## src/hdl/bsfr_pkg.sv

```systemverilog
// Shared types and constants for the byte-stuffed frame receiver.
// No dependencies; imported by bsfr_step and byte_stuffed_frame_receiver.
package bsfr_pkg;

  localparam logic [7:0] MARK_BYTE  = 8'hAA;
  localparam logic [7:0] START_BYTE = 8'hCC;
  localparam logic [7:0] END_BYTE   = 8'hEE;
  localparam int unsigned MIN_FRAME    = 6;
  localparam int unsigned MIN_ADDR_LEN = 3;
  localparam int unsigned SLAVE_POS    = 0;
  localparam int unsigned CMD_POS      = 2;

  localparam int unsigned CFG_IDX_W = 1;

  typedef enum logic [CFG_IDX_W-1:0] {
    REG_OWN_SLAVE    = 1'b0,
    REG_EXPECTED_CMD = 1'b1
  } cfg_reg_e;

  typedef enum logic [1:0] {
    LVL_HUNT = 2'd0,
    LVL_HEAD = 2'd1,
    LVL_DATA = 2'd2,
    LVL_MARK = 2'd3
  } level_e;

  typedef enum logic [2:0] {
    EV_DATA     = 3'd0,
    EV_RESTART  = 3'd1,
    EV_OK       = 3'd2,
    EV_MISMATCH = 3'd3,
    EV_SHORT    = 3'd4,
    EV_OVERFLOW = 3'd5
  } event_e;

  // Framing state apart from the byte count.
  typedef struct packed {
    level_e     level;
    logic [7:0] seen_slave;
    logic [7:0] seen_cmd;
  } frame_state_t;

  // One result item.
  typedef struct packed {
    event_e     kind;
    logic [7:0] data_byte;
    logic [7:0] byte_index;
    logic [8:0] frame_length;
  } result_t;

endpackage

```

## src/hdl/bsfr_step.sv

```systemverilog
// Next-state and result logic for one received byte of the frame receiver.
// Depends on bsfr_pkg.
module bsfr_step #(
  parameter int unsigned BUFFER_BYTES = 256,
  parameter int unsigned CNT_W        = $clog2(BUFFER_BYTES + 1)
) (
  input  bsfr_pkg::frame_state_t state_i,
  input  logic [CNT_W-1:0]       count_i,
  input  logic [7:0]             own_slave_i,
  input  logic [7:0]             expected_cmd_i,
  input  logic [7:0]             rx_byte_i,
  output bsfr_pkg::frame_state_t state_o,
  output logic [CNT_W-1:0]       count_o,
  output logic                   emit_o,
  output bsfr_pkg::result_t      result_o
);
  import bsfr_pkg::*;

  logic [31:0] cnt_wide;
  logic        store;

  assign cnt_wide = 32'(count_i);

  always_comb begin
    state_o  = state_i;
    count_o  = count_i;
    emit_o   = 1'b0;
    store    = 1'b0;
    result_o = '{kind: EV_DATA, data_byte: 8'd0, byte_index: 8'd0,
                 frame_length: cnt_wide[8:0]};

    if (count_i == CNT_W'(BUFFER_BYTES)) begin
      // Buffer full: drop the byte and flag overflow.
      emit_o        = 1'b1;
      result_o.kind = EV_OVERFLOW;
      state_o.level = LVL_HUNT;
      count_o       = '0;
    end else begin
      case (state_i.level)
        LVL_HUNT: begin
          if (rx_byte_i == MARK_BYTE) state_o.level = LVL_HEAD;
        end
        LVL_HEAD: begin
          if (rx_byte_i == START_BYTE) begin
            state_o.level = LVL_DATA;
            count_o       = '0;
          end else begin
            state_o.level = LVL_HUNT;
          end
        end
        LVL_DATA: begin
          if (rx_byte_i == MARK_BYTE) state_o.level = LVL_MARK;
          else                        store = 1'b1;
        end
        LVL_MARK: begin
          if (rx_byte_i == MARK_BYTE) begin
            state_o.level = LVL_DATA;
            store         = 1'b1;
          end else if (rx_byte_i == START_BYTE) begin
            emit_o        = 1'b1;
            result_o.kind = EV_RESTART;
            state_o.level = LVL_DATA;
            count_o       = '0;
          end else if (rx_byte_i == END_BYTE) begin
            emit_o = 1'b1;
            if (count_i < CNT_W'(MIN_ADDR_LEN) || state_i.seen_slave != own_slave_i ||
                state_i.seen_cmd != expected_cmd_i) begin
              result_o.kind = EV_MISMATCH;
            end else if (count_i < CNT_W'(MIN_FRAME)) begin
              result_o.kind = EV_SHORT;
            end else begin
              result_o.kind = EV_OK;
            end
            state_o.level = LVL_HUNT;
            count_o       = '0;
          end
          // any other byte: ignore, marker stays pending
        end
        default: state_o.level = LVL_HUNT;
      endcase
    end

    if (store) begin
      emit_o                = 1'b1;
      result_o.kind         = EV_DATA;
      result_o.data_byte    = rx_byte_i;
      result_o.byte_index   = cnt_wide[7:0];
      result_o.frame_length = 9'd0;
      count_o               = count_i + CNT_W'(1);
      if (count_i == CNT_W'(SLAVE_POS)) state_o.seen_slave = rx_byte_i;
      if (count_i == CNT_W'(CMD_POS))   state_o.seen_cmd   = rx_byte_i;
    end
  end

endmodule

```

## src/hdl/byte_stuffed_frame_receiver.sv

```systemverilog
// Top level of the byte-stuffed frame receiver: framing state, config
// registers and output register. Depends on bsfr_pkg and bsfr_step.
//
// Usage:
//   Input channel (in_valid_i/in_ready_o, rx_byte_i) takes one raw line byte
//   per request. Frames open with AA CC and close with AA EE; AA AA inside a
//   frame is one AA data byte, AA CC inside a frame restarts it.
//   Output channel (out_valid_o/out_ready_i) carries at most one event per
//   input byte: a payload byte with its index, a restart, or a tail verdict
//   (ok, mismatch, too short) or overflow with the frame length.
//   Config channel (cfg_valid_i/cfg_ready_o) writes own_slave (index 0) and
//   expected_cmd (index 1); it is always ready. Write only while idle.
// Timing:
//   An event appears on the output in the cycle after its input byte is taken.
//   One byte per cycle is sustained: a byte is taken whenever the output
//   register is empty or is being emptied in the same cycle, so
//   in_ready_o follows out_ready_i combinationally once a result is held.
// Reset and stall:
//   Reset returns to hunting for a header with an empty count and clears both
//   config registers. While the receiver stalls, the held event stays on the
//   output and input bytes are taken only as the output register drains.
module byte_stuffed_frame_receiver #(
  parameter int unsigned BUFFER_BYTES = 256
) (
  input  logic                              clk_i,
  input  logic                              rst_ni,
  input  logic                              in_valid_i,
  output logic                              in_ready_o,
  input  logic [7:0]                        rx_byte_i,
  output logic                              out_valid_o,
  input  logic                              out_ready_i,
  output logic [2:0]                        event_kind_o,
  output logic [7:0]                        data_byte_o,
  output logic [7:0]                        byte_index_o,
  output logic [8:0]                        frame_length_o,
  input  logic                              cfg_valid_i,
  output logic                              cfg_ready_o,
  input  logic [bsfr_pkg::CFG_IDX_W-1:0]    cfg_index_i,
  input  logic [7:0]                        cfg_wdata_i
);
  import bsfr_pkg::*;

  // Count holds 0..BUFFER_BYTES inclusive.
  localparam int unsigned CNT_W = $clog2(BUFFER_BYTES + 1);

  frame_state_t     state_q, state_d;
  logic [CNT_W-1:0] count_q, count_d;
  logic [7:0]       own_slave_q, expected_cmd_q;
  logic             out_valid_q;
  result_t          result_q;
  logic             emit;
  result_t          result_d;
  logic             in_take;

  // Take a byte when the output register is free or draining now.
  assign in_ready_o  = !out_valid_q || out_ready_i;
  assign in_take     = in_valid_i && in_ready_o;
  assign cfg_ready_o = 1'b1;

  bsfr_step #(
    .BUFFER_BYTES (BUFFER_BYTES),
    .CNT_W        (CNT_W)
  ) u_step (
    .state_i        (state_q),
    .count_i        (count_q),
    .own_slave_i    (own_slave_q),
    .expected_cmd_i (expected_cmd_q),
    .rx_byte_i      (rx_byte_i),
    .state_o        (state_d),
    .count_o        (count_d),
    .emit_o         (emit),
    .result_o       (result_d)
  );

  // Framing state and config registers.
  always_ff @(posedge clk_i or negedge rst_ni) begin
    if (!rst_ni) begin
      state_q        <= '{level: LVL_HUNT, seen_slave: 8'd0, seen_cmd: 8'd0};
      count_q        <= '0;
      own_slave_q    <= 8'd0;
      expected_cmd_q <= 8'd0;
    end else begin
      if (in_take) begin
        state_q <= state_d;
        count_q <= count_d;
      end
      if (cfg_valid_i) begin
        case (cfg_index_i)
          REG_OWN_SLAVE:    own_slave_q    <= cfg_wdata_i;
          REG_EXPECTED_CMD: expected_cmd_q <= cfg_wdata_i;
          default: ;
        endcase
      end
    end
  end

  // Output valid: set by an emitting byte, clear once the request is taken.
  always_ff @(posedge clk_i or negedge rst_ni) begin
    if (!rst_ni) begin
      out_valid_q <= 1'b0;
    end else if (in_take) begin
      out_valid_q <= emit;
    end else if (out_ready_i) begin
      out_valid_q <= 1'b0;
    end
  end

  // Output payload: load only with a new event, hold while stalled.
  always_ff @(posedge clk_i) begin
    if (in_take && emit) begin
      result_q <= result_d;
    end
  end

  assign out_valid_o    = out_valid_q;
  assign event_kind_o   = result_q.kind;
  assign data_byte_o    = result_q.data_byte;
  assign byte_index_o   = result_q.byte_index;
  assign frame_length_o = result_q.frame_length;

endmodule

```

## config.mk

```make
export PLATFORM = sky130hd
export DESIGN_NAME = byte_stuffed_frame_receiver
export DESIGN_NICKNAME = d
export VERILOG_FILES = /design/src/hdl/bsfr_pkg.sv /design/src/hdl/bsfr_step.sv /design/src/hdl/byte_stuffed_frame_receiver.sv
export SDC_FILE = /design/constraint.sdc
export NUM_CORES = 1
export LEC_CHECK = 0
export ABC_CLOCK_PERIOD_IN_PS = 4050
export BUFFER_PORTS_ARGS = -buffer_cell sky130_fd_sc_hd__buf_2
export CAP_MARGIN = 5
export CORE_AREA = 2 2 85 87
export CTS_CLUSTER_DIAMETER = 30
export DETAILED_ROUTE_END_ITERATION = 8
export DIE_AREA = 0 0 87 89
export MAX_ROUTING_LAYER = met4
export PLACE_DENSITY = 0.7
export REMOVE_ABC_BUFFERS = 1
export SLEW_MARGIN = 20
export SYNTH_ARGS = -nofsm -noshare
export SYNTH_HDL_FRONTEND = slang
export SYNTH_SLANG_ARGS = --single-unit
export TNS_END_PERCENT = 5
```

## constraint.sdc

```tcl
create_clock -name clk_i -period 4.05 [get_ports clk_i]
set_input_delay 0.405 -clock clk_i [delete_from_list [all_inputs] [get_ports clk_i]]
set_output_delay 0.405 -clock clk_i [all_outputs]
set_load 0.01 [all_outputs]
```

==> flow_metrics.py <==
metrics = {
    "status": {
        "run_status": "finished, final reports clean",
    },
    "run": {
        "drv_cap": 0,
    },
    "global_routing": {
        "grt_max_degree": 45,
        "grt_pass1_wl_mm": 10.32,
        "grt-ovfl-total": 0,
        "antenna_found_initial": 0,
        "grtUsageTotal_pct": 18.35,
        "grt_pass1_vias": 2124,
    },
    "drt": {
        "via_count": 2127,
        "drt_iter0_markers": 155,
        "via_per_inst": 5.358,
        "drc_errors": 0,
        "wire_per_inst_um": 15.79,
        "routed_wl_mm": 6.270,
        "antenna_left": 0,
        "drt-pass1-iter-count": 4,
    },
    "final_layout": {
        "fin_area_um2": 3884,
        "final-seq-area_um2": 1942,
        "nNetsFinal": 337,
        "diodes": 0,
        "utilization_pct": 57.80,
        "multi_input_area_um2": 1336,
        "drive_above_1_share_pct": 35.65,
        "syn_to_final_growth_pct": 16.78,
        "nFillCells": 558,
    },
    "clock_tree": {
        "cts_sinks": 72,
        "cts.repair.resized": 0,
        "root_buffer": "clkbuf_8",
        "cts_hold_buf": 0,
        "postCtsSetupBuffers": 0,
        "htreeDepth": 3,
        "clk_pin_slew_ns": 0.08,
        "cts-buffers-inserted": 9,
        "clk_latency_ns": 0.35,
        "cts_tree": "done",
        "clockBufferDepth": 2,
    },
    "timing": {
        "finalMaxSlewViolations": 0,
        "rsz0062_at_grt": "false",
        "fin_crit_sh_pct": 59.80,
        "fin_setup_tns_ns": 0,
        "timing.fmax_mhz": 412.9,
        "setup_violations": 0,
        "hold_violations": 0,
        "worst_slew_pin_slew_ns": 0.8394,
        "slew_headroom_pct": 43.92,
        "finalCriticalPeriod_ns": 2.422,
        "setup_ws_ns": 1.628,
        "skew_ns": 0.01392,
    },
    "logic_synthesis": {
        "synth_area_leaders": "dfrtp_1, edfxtp_1, mux2_2, xnor2_1, and2_1",
        "ys_types": 46,
        "yosysWarnings": 0,
        "yosysTopAreaCell": "dfrtp_1",
        "synth_edf_count": 28,
        "netlist.area_leader.share_pct": 33.11,
        "netlist_instances": 258,
        "synthArstFlopShare_pct": 61.11,
        "syn_area_per_cell_um2": 12.89,
        "synthesis.area_um2": 3326,
        "synth_most_common_cell": "dfrtp_1",
        "ys_seq_area_share_pct": 58.39,
        "ys.flop_type": "dfrtp_1",
        "synth_commonest_cells": "dfrtp_1, mux2_2, edfxtp_1",
        "synth-seq-cells": 72,
    },
    "floorplan": {
        "ios": 53,
        "die_h_um": 89,
        "dieArea_um2": 7743,
        "coreArea_um2": 6719,
        "start_util_pct": 49.50,
        "fp.dieW_um": 87,
        "num_rows": 30,
    },
    "placed_design": {
        "hpwl_mm": 4.448,
        "post-place-ws_ns": 1.304,
        "gp_congestion": 0.8362,
        "place_area_um2": 3657,
        "portBuffers": 51,
    },
    "worst_setup_path": {
        "r2r_setup_slack_ns": 1.63,
        "reg2reg_depth": 6,
        "slowest_delay_ns": 0.59,
        "crit_slowest_cell": "or4_4",
        "crit_start": "count_q[5]",
        "critPathLaunchType": "flip-flop",
        "worstPathMaxFanout": 28,
        "reg2reg_to": "data_byte_o[1]",
        "setup.worst_path.class": "flip-flop to flip-flop",
        "cp.required_ns": 4.06,
        "worstPathArrival_ns": 2.43,
        "crit_chain": "or4_4 > nor3_2 > a31o_2 > a21oi_1 > nor2_2 > buf_4",
        "worstSetupEndpoint": "data_byte_o[1]",
        "r2r_start": "count_q[5]",
        "crit_path_end_kind": "flip-flop",
    },
    "pwr": {
        "finalPower_w": 0.002044,
        "ir_drop_uv": 219.2,
        "leakagePower_nw": 1.583,
        "power_density_nw_per_um2": 526.3,
    },
    "min_path": {
        "worstHoldPathType": "input port to async pin",
    },
}
[cell type report]
class	count	area share, %
Clock buffer	12	4.285
Clock inverter	4	1.321
Multi-Input combinational cell	172	34.41
Inverter	4	0.3866
Sequential cell	72	50.00
Tap cell	80	2.577
Timing Repair Buffer	53	7.023
[state kept, by name, summed over array words and instances, names as in the netlist]
register / cells
byte_index_o: 8
count_q: 9
data_byte_o: 8
event_kind_o: 3
expected_cmd_q: 8
frame_length_o: 9
out_valid_o: 1
own_slave_q: 8
state_q: 18
[critical path, delay by kind of cell, from the launching register on]
kind	cells	cell delay [ns]
AO/OA/AOI/OAI	2	0.25
AND/OR/NAND/NOR	3	1.03
flip-flops	1	0.44
buffers and inverters	1	0.33
[logic make-up (layout without fill, tap and decap cells)]
logic type	after synthesis	after routing	synth area share, %
compound gates	30	30	6.584
flops	72	72	58.39
other cells	1	1	0.1128
mux	36	36	12.08
simple gates	85	85	15.54
xor+xnor	17	17	4.477
buf+inv	14	73	1.693
fa+ha+maj	3	3	1.129
[placed cells by master, fill, tap and decap left out, drive strengths merged, types with 4 or more instances in the layout]
cell type / Yosys / final
buf: 1 / 53
dfrtp: 44 / 44
mux2: 33 / 33
edfxtp: 28 / 28
xnor2: 16 / 16
and2: 15 / 15
nand2: 14 / 14
nor2: 13 / 13
clkbuf: 9 / 12
a21oi: 9 / 9
nor2b: 9 / 9
nand3: 7 / 7
o2bb2ai: 6 / 6
nand4: 6 / 6
nor3: 6 / 6
inv: 4 / 4
o21ai: 4 / 4
[how the worst min path moves through the flow]
stage,start,to,cells past startpoint
after floorplan,rst_ni,count_q[0],0
after global placement,state_q[15],state_q[15],1
after detailed placement,state_q[12],state_q[12],1
after CTS,rst_ni,own_slave_q[7],1
after global routing,rst_ni,own_slave_q[7],1
final,rst_ni,own_slave_q[7],1
[per-stage QoR]
| step | hold WS, ns | instances |
|---|---|---|
| global route | 0.07718 | 397 |
| global placement | 0.5090 | 381 |
| floorplan | 0.1094 | 248 |
| finish | 0.05026 | 397 |
| detailed placement | 0.5155 | 381 |
| CTS | 0.2422 | 397 |
[routing by layer]
| layer | share of wire (%) | GRT usage (%) | vias to the layer above |
|---|---|---|---|
| met1 | 49 | 24.17 | 1026 |
| met2 | 46 | 28.24 | 49 |
| met3 | 4.1 | 4.063 | 7 |
| met4 | 1.3 | 6.392 | 0 |
| li1 | - | - | 1045 |
| met5 | 0 | - | - |
[power by group]
| group | total, W | switching, W | internal (W) |
|---|---|---|---|
| sequential | 0.00103 | 0.000120 | 0.000911 |
| combinational | 0.000416 | 0.000187 | 0.000229 |
| clock | 0.000597 | 0.000258 | 0.000339 |
No activity file was read; power rests on OpenSTA's default activity.
